===== config.mk =====
export PLATFORM = sky130hd
export DESIGN_NAME = dual_sum_frame_deframer_top
export DESIGN_NICKNAME = d
export VERILOG_FILES = /design/src/rtl/core/dsfd_pkg.sv /design/src/rtl/core/dsfd_ram.sv /design/src/rtl/core/dsfd_out.sv /design/src/rtl/core/dsfd_scan.sv /design/src/rtl/core/dual_sum_frame_deframer_top.sv
export VERILOG_INCLUDE_DIRS = /design/src /design/src/rtl/core
export SDC_FILE = /design/constraint.sdc
export NUM_CORES = 1
export LEC_CHECK = 0
export ABC_AREA = 1
export BUFFER_PORTS_ARGS = -buffer_cell sky130_fd_sc_hd__buf_2
export CAP_MARGIN = 5
export CELL_PAD_IN_SITES_DETAIL_PLACEMENT = 0
export CELL_PAD_IN_SITES_GLOBAL_PLACEMENT = 2
export CORE_AREA = 2 2 223 225
export CTS_BUF_LIST = sky130_fd_sc_hd__clkbuf_4 sky130_fd_sc_hd__clkbuf_8
export CTS_CLUSTER_DIAMETER = 50
export CTS_CLUSTER_SIZE = 10
export DETAILED_ROUTE_END_ITERATION = 8
export DIE_AREA = 0 0 225 227
export PLACE_DENSITY = 0.9
export SYNTH_ARGS = -nofsm -noshare
export SYNTH_HDL_FRONTEND = slang
export SYNTH_SLANG_ARGS = --single-unit
export TNS_END_PERCENT = 50

===== constraint.sdc =====
create_clock -name clk -period 6 [get_ports clk]
set_clock_uncertainty 0.15 [all_clocks]
set_input_delay 0.9 -clock clk [delete_from_list [all_inputs] [get_ports clk]]
set_output_delay 0.9 -clock clk [all_outputs]
set_load 0.05 [all_outputs]

===== src/rtl/core/dual_sum_frame_deframer_top_assert.svh =====
// Assertion macros used by the deframer scan sequencer (dsfd_scan).
// DSFD_ASSERT_IMP checks an implication in the same cycle.
// DSFD_ASSERT_NXT checks an implication in the next cycle.
`ifndef DUAL_SUM_FRAME_DEFRAMER_TOP_ASSERT_SVH
`define DUAL_SUM_FRAME_DEFRAMER_TOP_ASSERT_SVH

`ifndef ASSERT_OFF
`define DSFD_ASSERT_IMP(lbl, clk, rstn, pre, post, msg) \
  lbl: assert property (@(posedge clk) disable iff (!rstn) (pre) |-> (post)) else $error(msg);
`define DSFD_ASSERT_NXT(lbl, clk, rstn, pre, post, msg) \
  lbl: assert property (@(posedge clk) disable iff (!rstn) (pre) |=> (post)) else $error(msg);
`else
`define DSFD_ASSERT_IMP(lbl, clk, rstn, pre, post, msg)
`define DSFD_ASSERT_NXT(lbl, clk, rstn, pre, post, msg)
`endif

`endif


===== src/rtl/core/dsfd_pkg.sv =====
`timescale 1ns / 1ps
`default_nettype none

package dsfd_pkg;

  // Reset value of the sync marker register.
  localparam logic [7:0] SYNC_RESET = 8'hAA;

  // Frame layout: sync, address, id, length, data, two check bytes.
  localparam int unsigned ADDR_OFFSET    = 1;
  localparam int unsigned ID_OFFSET      = 2;
  localparam int unsigned LEN_OFFSET     = 3;
  localparam int unsigned HDR_BYTES      = 4;
  localparam int unsigned CK_BYTES       = 2;
  localparam int unsigned FRAME_OVERHEAD = HDR_BYTES + CK_BYTES;

  // Packed width of the result tdata bus (35 bits of fields, byte padded).
  localparam int unsigned OUT_TDATA_W = 40;

  // Scan sequencer states.
  typedef enum logic [3:0] {
    S_IDLE,
    S_SYNC_RD,
    S_SYNC_EV,
    S_LEN_EV,
    S_SUM_EV,
    S_EMIT_RD,
    S_EMIT_EV,
    S_DONE
  } dsfd_state_t;

  // One result item as produced by the sequencer.
  typedef struct packed {
    logic [7:0] frame_addr;
    logic [7:0] frame_id;
    logic [5:0] data_len;
    logic [4:0] byte_index;
    logic [7:0] data_byte;
    logic       frame_last;
  } dsfd_res_t;

  // Requests from the sequencer to the output stage.
  typedef struct packed {
    logic push;
    logic flush;
  } dsfd_ctl_t;

  // Status from the output stage back to the sequencer.
  typedef struct packed {
    logic push_ok;
    logic flush_ok;
  } dsfd_ost_t;

endpackage

`default_nettype wire


===== src/rtl/core/dsfd_ram.sv =====
`timescale 1ns / 1ps
`default_nettype none

module dsfd_ram #(
  parameter int unsigned WIDTH = 8,
  parameter int unsigned DEPTH = 38
) (
  input  wire logic                     clk,
  input  wire logic                     wr_en,
  input  wire logic [$clog2(DEPTH)-1:0] wr_addr,
  input  wire logic [WIDTH-1:0]         wr_data,
  input  wire logic                     rd_en,
  input  wire logic [$clog2(DEPTH)-1:0] rd_addr,
  output logic      [WIDTH-1:0]         rd_data
);

  logic [WIDTH-1:0] mem [DEPTH];

  // Single write port, registered read port.
  always_ff @(posedge clk) begin
    if (wr_en) begin
      mem[wr_addr] <= wr_data;
    end
    if (rd_en) begin
      rd_data <= mem[rd_addr];
    end
  end

endmodule

`default_nettype wire


===== src/rtl/core/dsfd_out.sv =====
`timescale 1ns / 1ps
`default_nettype none

module dsfd_out (
  input  wire logic                clk,
  input  wire logic                rst_n,
  input  wire dsfd_pkg::dsfd_ctl_t ctl,
  input  wire dsfd_pkg::dsfd_res_t res,
  output dsfd_pkg::dsfd_ost_t      ost,
  output logic                     out_tvalid,
  input  wire logic                out_tready,
  output dsfd_pkg::dsfd_res_t      out_res,
  output logic                     out_run_last
);

  import dsfd_pkg::*;

  logic      hold_v_r, hold_v_nxt;
  dsfd_res_t hold_r;
  logic      out_v_r, out_v_nxt;
  dsfd_res_t out_r;
  logic      run_last_r;
  logic      out_free;
  logic      move;

  // The newest result waits in the hold stage until the sequencer knows
  // whether another result of the same transaction follows it.
  always_comb begin
    out_free     = !out_v_r || out_tready;
    move         = hold_v_r && out_free && (ctl.push || ctl.flush);
    ost.push_ok  = !hold_v_r || out_free;
    ost.flush_ok = !hold_v_r || out_free;
  end

  // Valid flags of both stages.
  always_comb begin
    hold_v_nxt = hold_v_r;
    out_v_nxt  = out_v_r;
    if (out_v_r && out_tready) begin
      out_v_nxt = 1'b0;
    end
    if (move) begin
      out_v_nxt  = 1'b1;
      hold_v_nxt = 1'b0;
    end
    if (ctl.push && ost.push_ok) begin
      hold_v_nxt = 1'b1;
    end
  end

  always_ff @(posedge clk) begin
    if (!rst_n) begin
      hold_v_r <= 1'b0;
      out_v_r  <= 1'b0;
    end else begin
      hold_v_r <= hold_v_nxt;
      out_v_r  <= out_v_nxt;
    end
  end

  // Payload registers.
  always_ff @(posedge clk) begin
    if (move) begin
      out_r      <= hold_r;
      run_last_r <= ctl.flush;
    end
    if (ctl.push && ost.push_ok) begin
      hold_r <= res;
    end
  end

  assign out_tvalid   = out_v_r;
  assign out_res      = out_r;
  assign out_run_last = run_last_r;

endmodule

`default_nettype wire


===== src/rtl/core/dsfd_scan.sv =====
`timescale 1ns / 1ps
`default_nettype none
`include "dual_sum_frame_deframer_top_assert.svh"

module dsfd_scan #(
  parameter int unsigned MAX_DATA_BYTES = 32,
  parameter int unsigned DEPTH          = 38
) (
  input  wire logic                     clk,
  input  wire logic                     rst_n,
  input  wire logic                     in_tvalid,
  output logic                          in_tready,
  input  wire logic                     in_action,
  input  wire logic [7:0]               in_byte,
  input  wire logic                     cfg_wr_en,
  input  wire logic [7:0]               cfg_wr_data,
  output logic                          wr_en,
  output logic      [$clog2(DEPTH)-1:0] wr_addr,
  output logic      [7:0]               wr_data,
  output logic                          rd_en,
  output logic      [$clog2(DEPTH)-1:0] rd_addr,
  input  wire logic [7:0]               rd_data,
  input  wire dsfd_pkg::dsfd_ost_t      ost,
  output dsfd_pkg::dsfd_ctl_t           ctl,
  output dsfd_pkg::dsfd_res_t           res
);

  import dsfd_pkg::*;

  localparam int unsigned PW = $clog2(DEPTH);
  localparam int unsigned CW = $clog2(DEPTH + 1);
  localparam int unsigned XW = (CW > 9) ? CW : 9;
  localparam logic [PW+1:0] DEPTH_W = (PW + 2)'(DEPTH);
  localparam logic [XW-1:0] MAX_W   = XW'(MAX_DATA_BYTES);

  dsfd_state_t   state_r, state_nxt;
  logic [PW-1:0] head_r, head_nxt;
  logic [CW-1:0] count_r, count_nxt;
  logic [7:0]    sync_r;
  logic [7:0]    len_r, len_nxt;
  logic [PW-1:0] idx_r, idx_nxt;
  logic [7:0]    eidx_r, eidx_nxt;
  logic [7:0]    s1_r, s1_nxt;
  logic [7:0]    s2_r, s2_nxt;
  logic          ck1_ok_r, ck1_ok_nxt;
  logic [7:0]    addr_r, addr_nxt;
  logic [7:0]    id_r, id_nxt;
  logic [PW:0]   rd_off;
  logic [PW-1:0] idx_inc;
  logic          in_accept;

  logic          sync_hit, len_over, too_short, hdr_short;
  logic          in_body, at_ck1, sums_ok, len_zero, emit_last;
  logic [XW-1:0] len_ext, fsize_rd, fsize_r, cnt_ext, body_len, idx_ext;

  // Position in the ring buffer, base plus offset, wrapped at the depth.
  function automatic logic [PW-1:0] wrap_add(input logic [PW-1:0] base,
                                             input logic [PW:0]   off);
    logic [PW+1:0] s;
    s = {2'b00, base} + {1'b0, off};
    if (s >= DEPTH_W) begin
      s = s - DEPTH_W;
    end
    return s[PW-1:0];
  endfunction

  assign in_tready = (state_r == S_IDLE);
  assign in_accept = in_tvalid && in_tready;
  assign idx_inc   = idx_r + 1'b1;

  // Comparisons on the byte just read and on the current candidate.
  always_comb begin
    sync_hit  = (rd_data == sync_r);
    len_ext   = XW'(rd_data);
    len_over  = len_ext > MAX_W;
    fsize_rd  = len_ext + XW'(FRAME_OVERHEAD);
    cnt_ext   = XW'(count_r);
    too_short = cnt_ext < fsize_rd;
    hdr_short = cnt_ext < XW'(HDR_BYTES);
    body_len  = XW'(len_r) + XW'(HDR_BYTES);
    fsize_r   = XW'(len_r) + XW'(FRAME_OVERHEAD);
    idx_ext   = XW'(idx_r);
    in_body   = idx_ext < body_len;
    at_ck1    = idx_ext == body_len;
    sums_ok   = ck1_ok_r && (rd_data == s2_r);
    len_zero  = (len_r == 8'd0);
    emit_last = ((eidx_r + 8'd1) == len_r);
  end

  // Next state of the scan sequencer.
  always_comb begin
    state_nxt = state_r;
    unique case (state_r)
      S_IDLE: begin
        if (in_accept && !in_action) begin
          state_nxt = S_SYNC_RD;
        end
      end
      S_SYNC_RD: begin
        state_nxt = (count_r == '0) ? S_DONE : S_SYNC_EV;
      end
      S_SYNC_EV: begin
        if (!sync_hit) begin
          state_nxt = S_SYNC_RD;
        end else if (hdr_short) begin
          state_nxt = S_DONE;
        end else begin
          state_nxt = S_LEN_EV;
        end
      end
      S_LEN_EV: begin
        if (len_over) begin
          state_nxt = S_SYNC_RD;
        end else if (too_short) begin
          state_nxt = S_DONE;
        end else begin
          state_nxt = S_SUM_EV;
        end
      end
      S_SUM_EV: begin
        if (!in_body && !at_ck1) begin
          state_nxt = sums_ok ? S_EMIT_RD : S_SYNC_RD;
        end
      end
      S_EMIT_RD: begin
        if (!len_zero) begin
          state_nxt = S_EMIT_EV;
        end else if (ost.push_ok) begin
          state_nxt = S_SYNC_RD;
        end
      end
      S_EMIT_EV: begin
        if (ost.push_ok) begin
          state_nxt = emit_last ? S_SYNC_RD : S_EMIT_RD;
        end
      end
      S_DONE: begin
        if (ost.flush_ok) begin
          state_nxt = S_IDLE;
        end
      end
      default: state_nxt = S_IDLE;
    endcase
  end

  // Buffer accesses, pointer updates and result requests.
  always_comb begin
    head_nxt   = head_r;
    count_nxt  = count_r;
    len_nxt    = len_r;
    idx_nxt    = idx_r;
    eidx_nxt   = eidx_r;
    s1_nxt     = s1_r;
    s2_nxt     = s2_r;
    ck1_ok_nxt = ck1_ok_r;
    addr_nxt   = addr_r;
    id_nxt     = id_r;
    wr_en      = 1'b0;
    rd_en      = 1'b0;
    rd_off     = '0;
    ctl.push   = 1'b0;
    ctl.flush  = 1'b0;
    res.frame_addr = addr_r;
    res.frame_id   = id_r;
    res.data_len   = len_r[5:0];
    res.byte_index = eidx_r[4:0];
    res.data_byte  = rd_data;
    res.frame_last = emit_last;
    unique case (state_r)
      S_IDLE: begin
        if (in_accept) begin
          if (in_action) begin
            count_nxt = '0;
            head_nxt  = '0;
          end else if (count_r < CW'(DEPTH)) begin
            wr_en     = 1'b1;
            count_nxt = count_r + 1'b1;
          end
        end
      end
      S_SYNC_RD: begin
        if (count_r != '0) begin
          rd_en = 1'b1;
        end
      end
      S_SYNC_EV: begin
        if (!sync_hit) begin
          head_nxt  = wrap_add(head_r, (PW + 1)'(1));
          count_nxt = count_r - 1'b1;
        end else if (!hdr_short) begin
          rd_en  = 1'b1;
          rd_off = (PW + 1)'(LEN_OFFSET);
        end
      end
      S_LEN_EV: begin
        if (len_over) begin
          head_nxt  = wrap_add(head_r, (PW + 1)'(1));
          count_nxt = count_r - 1'b1;
        end else if (!too_short) begin
          len_nxt = rd_data;
          idx_nxt = '0;
          s1_nxt  = '0;
          s2_nxt  = '0;
          rd_en   = 1'b1;
        end
      end
      S_SUM_EV: begin
        if (in_body) begin
          s1_nxt = s1_r + rd_data;
          s2_nxt = s2_r + s1_r + rd_data;
          if (idx_r == PW'(ADDR_OFFSET)) begin
            addr_nxt = rd_data;
          end
          if (idx_r == PW'(ID_OFFSET)) begin
            id_nxt = rd_data;
          end
          idx_nxt = idx_inc;
          rd_en   = 1'b1;
          rd_off  = {1'b0, idx_inc};
        end else if (at_ck1) begin
          ck1_ok_nxt = (rd_data == s1_r);
          idx_nxt    = idx_inc;
          rd_en      = 1'b1;
          rd_off     = {1'b0, idx_inc};
        end else if (sums_ok) begin
          eidx_nxt = '0;
        end else begin
          head_nxt  = wrap_add(head_r, (PW + 1)'(1));
          count_nxt = count_r - 1'b1;
        end
      end
      S_EMIT_RD: begin
        if (len_zero) begin
          // A frame without data yields one result with a zero byte.
          ctl.push       = 1'b1;
          res.byte_index = '0;
          res.data_byte  = '0;
          res.frame_last = 1'b1;
          if (ost.push_ok) begin
            head_nxt  = wrap_add(head_r, (PW + 1)'(fsize_r));
            count_nxt = count_r - CW'(fsize_r);
          end
        end else begin
          rd_en  = 1'b1;
          rd_off = (PW + 1)'(HDR_BYTES) + (PW + 1)'(eidx_r);
        end
      end
      S_EMIT_EV: begin
        ctl.push = 1'b1;
        if (ost.push_ok) begin
          eidx_nxt = eidx_r + 8'd1;
          if (emit_last) begin
            head_nxt  = wrap_add(head_r, (PW + 1)'(fsize_r));
            count_nxt = count_r - CW'(fsize_r);
          end
        end
      end
      S_DONE: begin
        ctl.flush = 1'b1;
      end
      default: begin
        ctl.flush = 1'b0;
      end
    endcase
  end

  // Writes only happen while idle and reads only while scanning, so the
  // buffer never sees a read and a write of the same entry overlap.
  assign wr_addr = wrap_add(head_r, (PW + 1)'(count_r));
  assign wr_data = in_byte;
  assign rd_addr = wrap_add(head_r, rd_off);

  // Control state.
  always_ff @(posedge clk) begin
    if (!rst_n) begin
      state_r <= S_IDLE;
      head_r  <= '0;
      count_r <= '0;
      sync_r  <= SYNC_RESET;
    end else begin
      state_r <= state_nxt;
      head_r  <= head_nxt;
      count_r <= count_nxt;
      if (cfg_wr_en) begin
        sync_r <= cfg_wr_data;
      end
    end
  end

  // Candidate frame working registers.
  always_ff @(posedge clk) begin
    len_r    <= len_nxt;
    idx_r    <= idx_nxt;
    eidx_r   <= eidx_nxt;
    s1_r     <= s1_nxt;
    s2_r     <= s2_nxt;
    ck1_ok_r <= ck1_ok_nxt;
    addr_r   <= addr_nxt;
    id_r     <= id_nxt;
  end

  `DSFD_ASSERT_IMP(a_count_bound, clk, rst_n, 1'b1, count_r <= CW'(DEPTH), "fill count above depth")
  `DSFD_ASSERT_IMP(a_head_bound, clk, rst_n, 1'b1, {1'b0, head_r} < (PW + 1)'(DEPTH), "head out of range")
  `DSFD_ASSERT_NXT(a_clear_empty, clk, rst_n, in_accept && in_action, count_r == '0, "clear left bytes")
  `DSFD_ASSERT_IMP(a_push_emit, clk, rst_n, ctl.push, state_r == S_EMIT_RD || state_r == S_EMIT_EV, "result outside emit")

endmodule

`default_nettype wire


===== src/rtl/core/dual_sum_frame_deframer_top.sv =====
`timescale 1ns / 1ps
`default_nettype none

// Channel   Direction  Transaction
// in_*      input      one received byte (push) or a buffer clear
// out_*     output     one data byte of a frame that passed both checksums (zero byte if empty)
// cfg_*     input      write of the sync marker byte
//
// A push starts a scan: bytes ahead of a sync byte are
// dropped, then the length and the rest of a full candidate are read to check
// both sums; each emitted data byte is read, then pushed. This follows from
// the single read port of the byte buffer RAM, read one entry per cycle. A
// clear needs no scan. Reset empties the buffer at once, with no sweep.
// A stalled result channel holds the sequencer in its emit or done states.

module dual_sum_frame_deframer_top #(
  parameter int unsigned MAX_DATA_BYTES = 32
) (
  input  wire logic                              clk,
  input  wire logic                              rst_n,
  input  wire logic                              in_tvalid,
  output logic                                   in_tready,
  input  wire logic [7:0]                        in_tdata,   // rx_byte
  input  wire logic                              in_tuser,   // action
  output logic                                   out_tvalid,
  input  wire logic                              out_tready,
  // frame_addr, frame_id, data_len, byte_index, data_byte, zero pad
  output logic      [dsfd_pkg::OUT_TDATA_W-1:0]  out_tdata,
  output logic                                   out_tlast,  // frame_last
  output logic                                   out_tuser,  // run_last
  input  wire logic                              cfg_wr_en,
  input  wire logic [7:0]                        cfg_wr_data // sync_byte
);

  import dsfd_pkg::*;

  localparam int unsigned DEPTH = MAX_DATA_BYTES + FRAME_OVERHEAD;
  localparam int unsigned PW    = $clog2(DEPTH);
  localparam int unsigned PAD_W = OUT_TDATA_W - $bits(dsfd_res_t) + 1;

  logic          wr_en;
  logic [PW-1:0] wr_addr;
  logic [7:0]    wr_data;
  logic          rd_en;
  logic [PW-1:0] rd_addr;
  logic [7:0]    rd_data;
  dsfd_ctl_t     ctl;
  dsfd_ost_t     ost;
  dsfd_res_t     res;
  dsfd_res_t     out_res;

  // Ring buffer of received bytes.
  dsfd_ram #(
    .WIDTH (8),
    .DEPTH (DEPTH)
  ) u_ram (
    .clk     (clk),
    .wr_en   (wr_en),
    .wr_addr (wr_addr),
    .wr_data (wr_data),
    .rd_en   (rd_en),
    .rd_addr (rd_addr),
    .rd_data (rd_data)
  );

  // Sync search, checksum check and frame emission.
  dsfd_scan #(
    .MAX_DATA_BYTES (MAX_DATA_BYTES),
    .DEPTH          (DEPTH)
  ) u_scan (
    .clk         (clk),
    .rst_n       (rst_n),
    .in_tvalid   (in_tvalid),
    .in_tready   (in_tready),
    .in_action   (in_tuser),
    .in_byte     (in_tdata),
    .cfg_wr_en   (cfg_wr_en),
    .cfg_wr_data (cfg_wr_data),
    .wr_en       (wr_en),
    .wr_addr     (wr_addr),
    .wr_data     (wr_data),
    .rd_en       (rd_en),
    .rd_addr     (rd_addr),
    .rd_data     (rd_data),
    .ost         (ost),
    .ctl         (ctl),
    .res         (res)
  );

  // Hold stage and output register.
  dsfd_out u_out (
    .clk          (clk),
    .rst_n        (rst_n),
    .ctl          (ctl),
    .res          (res),
    .ost          (ost),
    .out_tvalid   (out_tvalid),
    .out_tready   (out_tready),
    .out_res      (out_res),
    .out_run_last (out_tuser)
  );

  // Pack the result fields, first field in the lowest bits.
  assign out_tdata = {{PAD_W{1'b0}}, out_res.data_byte, out_res.byte_index,
                      out_res.data_len, out_res.frame_id, out_res.frame_addr};
  assign out_tlast = out_res.frame_last;

endmodule

`default_nettype wire

==> results.toml <==
[status]
status = "completed"

[timing]
rsz0062_at_grt = "no"
maxSlewViolCount = 0
fin_crit_sh = 0.909
fmax_ghz = 0.183
max_slew_margin = 0.269
layout_min_cycle_time_ns = 5.45
hold_viol = 0
setup-tns-final_ns = 0
worstMarginPinSlew_ns = 1.09
finalHoldWorstSlack_ns = 0.249
finalSetupViolCount = 0

[worst_setup_path]
cp_top_family = "simple AND/OR/NAND/NOR gates"
path_common_cell = "nand2_1"
critPathBufInv = 4
crit_fanout = 16
crit_path_start_kind = "flop"
cp.required_ns = 6.39
cp_slowest_cell = "o21ai_4"
r2r_cells = 27
max_stage_delay_ns = 0.53
critPathArrivalTime_ns = 5.85
crit_type = "flop to flop"
critPathCaptureType = "flop"
path_depth = 27

[cts]
root_buffer = "clkbuf_8"
clock_sinks = 465
cts_buffers = 57
clk_pin_slew_worst_paths_ns = 0.07
clk_latency_ns = 0.68
tritoncts = "done"
cts_buffer_depth = 3
post_cts_buffers = 0
htreeDepth = 2

[place]
place_congestion = 0.889
hpwl_mm = 35.2
io_buffers = 60
dp_cells = 2464

[detailed_routing]
drt_wl_total_mm = 52.1
drc = 0
vias = 13800
drt-initial-drc-count = 1331
ant_nets = 0
first_pass_iters = 5
via_per_inst = 5.43
post_drt_wl_per_cell_um = 20.4

[pwr]
p_leak_nw = 8.52
clkPwrFrac = 0.204
power.density_nw_per_um2 = 435
ir_drop_uv = 306
seq_power_share = 0.391
p_sw_frac = 0.405
pwr-share-comb = 0.405
internal_power_mw = 6.18
switchingPower_mw = 4.20

[synthesis]
synth_edf_count = 440
ys_types = 58
async_flop_share = 0
syn_inst = 1812
synth_area_um2 = 21800
synth_ff_type = "edfxtp_1"
synth.avg_cell_area_um2 = 12.0
yosys_warnings = 0
ys_seq_area_frac = 0.630
ys_ff_latch = 465

[global_routing]
track_usage = 0.206
overflow = 0
grt_pass1_vias = 13600
use_met2 = 0.340
use_met3 = 0.0307
grt_pass1_wl_mm = 79.4
busiest_layer = "met2"
grt_max_degree = 46
grt_use_met1 = 0.275
antenna_found_initial = 0

[final_layout]
finalNonFillerCells = 2550
final_layout_size_suffix_gt1_frac = 0.120
finalNetCount = 2009
area_delta_synth_final_pct = 9.47
n_fill_cell = 4286
diodes = 0

[die]
initial_core_util = 0.449
die_y_um = 227
num_rows = 81
die_w_um = 225
ios = 66
core-area_um2 = 48500
die_area_um2 = 51100

[min_path]
hp-class = "flop to flop"
hold_path_depth = 0

[flow_run]
max-cap-violations = 0
## final cells by class
type	instances	area, um2	area share
repair buffers	83	514	0.0216
clock buffers	71	896	0.0376
inverters	136	515	0.0216
clock inverters	14	105	0.00441
multi-input cells	1159	7320	0.307
well taps	622	778	0.0326
flip-flops and latches	465	13700	0.575
## synth_stat cells, types with 3 or more instances
library cell / instances / area share
a211oi_1: 4 / 0.0014
a21oi_1: 46 / 0.011
a31oi_1: 3 / 0.00086
buf_2: 15 / 0.0034
buf_4: 12 / 0.0041
buf_6: 5 / 0.0026
clkbuf_1: 25 / 0.0043
dfxtp_1: 25 / 0.023
edfxtp_1: 440 / 0.61
fa_1: 13 / 0.012
ha_1: 72 / 0.041
inv_1: 126 / 0.022
inv_2: 7 / 0.0012
mux2_2: 16 / 0.0083
mux2i_1: 136 / 0.063
nand2_1: 273 / 0.047
nand2_2: 11 / 0.0032
nand3_1: 211 / 0.048
nand3b_1: 5 / 0.0017
nand4_1: 12 / 0.0034
nor2_1: 162 / 0.028
nor3_1: 13 / 0.0030
nor4_1: 5 / 0.0014
o211ai_1: 7 / 0.0024
o21a_1: 3 / 0.0010
o21ai_0: 51 / 0.012
o21ai_1: 3 / 0.00069
o21bai_1: 5 / 0.0017
o22ai_1: 14 / 0.0040
or2_2: 6 / 0.0017
xnor2_1: 18 / 0.0072
xor2_1: 33 / 0.013
## worst register-to-register path: cells and delay by family, from the launching register on
family	cells	cell delay [ns]
fa+ha+maj	3	0.90
buf+inv	4	0.60
flops	1	0.50
simple gates	17	2.32
compound gates	2	0.70
xor+xnor	1	0.15
## power groups by stage
stage / clock network [mW] / registers [mW] / logic, mW
floorplan: 0 / 4.04 / 3.02
global placement: 0 / 4.13 / 4.09
detailed placement: 0 / 4.13 / 4.13
CTS: 2.16 / 4.06 / 4.16
global route: 2.28 / 4.08 / 4.71
finish: 2.12 / 4.06 / 4.21
## cell families after synthesis
group,Yosys count,share of synthesized area
simple gates,714,0.145
compound gates,148,0.0401
mux,152,0.0708
other cells,1,0.000172
fa+ha+maj,85,0.0533
xor+xnor,54,0.0227
buf+inv,193,0.0380
flops,465,0.630
## through the flow
| step | utilization | total power [mW] | area (um2) | setup slack [ns] |
|---|---|---|---|---|
| detailed placement | 0.470 | 8.26 | 22800 | 0.385 |
| global placement | 0.470 | 8.22 | 22800 | 0.525 |
| finish | 0.491 | 10.4 | 23800 | 0.546 |
| floorplan | - | 7.05 | 21800 | 1.45 |
| CTS | 0.490 | 10.4 | 23800 | 0.357 |
| global route | 0.491 | 11.1 | 23800 | 0.125 |
## sequential cells by signal (all words and copies together) (netlist names)
register and flops:
u_ram.mem 304, u_out.out_run_last 1, u_scan.ck1_ok_r 1, u_scan.state_r 3, u_scan.s2_r 8, u_scan.sync_r 8
u_scan.len_r 8, u_scan.eidx_r 8, u_out.hold_v_r 1, u_scan.s1_r 8, u_scan.id_r 8, u_out.hold_r 36
u_scan.count_r 6, u_scan.head_r 6, u_scan.idx_r 6, u_out.out_res 36, u_scan.addr_r 8, u_ram.rd_data 8
u_out.out_tvalid 1
## per-layer routing
metal	vias up	routed length [um]
met5	-	0
met4	0	1910
met3	115	3090
met2	449	24700
met1	6682	22400
li1	6595	-
## layout by cell type (no fill, tap or decap), types with 4 or more instances in the layout
master      netlist  routed
a211oi_1          4       4
a21oi_1          46      46
buf_2            15      60
buf_4            12      19
clkbuf_4          0      13
clkbuf_8          0      58
clkinv_1          2       4
clkinv_2          1       5
clkinvlp_4        0       4
conb_1            1       5
dfxtp_1          25      25
edfxtp_1        440     440
fa_1             13      13
ha_1             72      71
inv_1           126     125
inv_2             7       7
mux2_2           16      16
mux2i_1         136     136
nand2_1         273     273
nand2_2          11      11
nand3_1         211     211
nand3b_1          5       5
nand4_1          12      12
nor2_1          162     159
nor2_4            2       4
nor3_1           13      13
nor4_1            5       5
o211ai_1          7       7
o21ai_0          51      50
o21ai_1           3       4
o21bai_1          5       5
o22ai_1          14      14
or2_2             6       6
xnor2_1          18      18
xor2_1           33      33
## path summary, 6_finish.rpt
kind | from | end | slack [ns]
worst max-delay path | u_scan.len_r[3] | u_ram.rd_data[2] | 0.55
worst min-delay path | u_out.hold_r[14] | u_out.out_res[14] | 0.25
worst max register to register | u_scan.len_r[3] | u_ram.rd_data[2] | 0.55
worst min register to register | u_out.hold_r[14] | u_out.out_res[14] | 0.25
## repair_timing
item,in CTS,in global routing
resized for setup,0,5
hold buffers,0,0
setup endpoints to repair,0,8
Power figures use the tool's default switching activity.
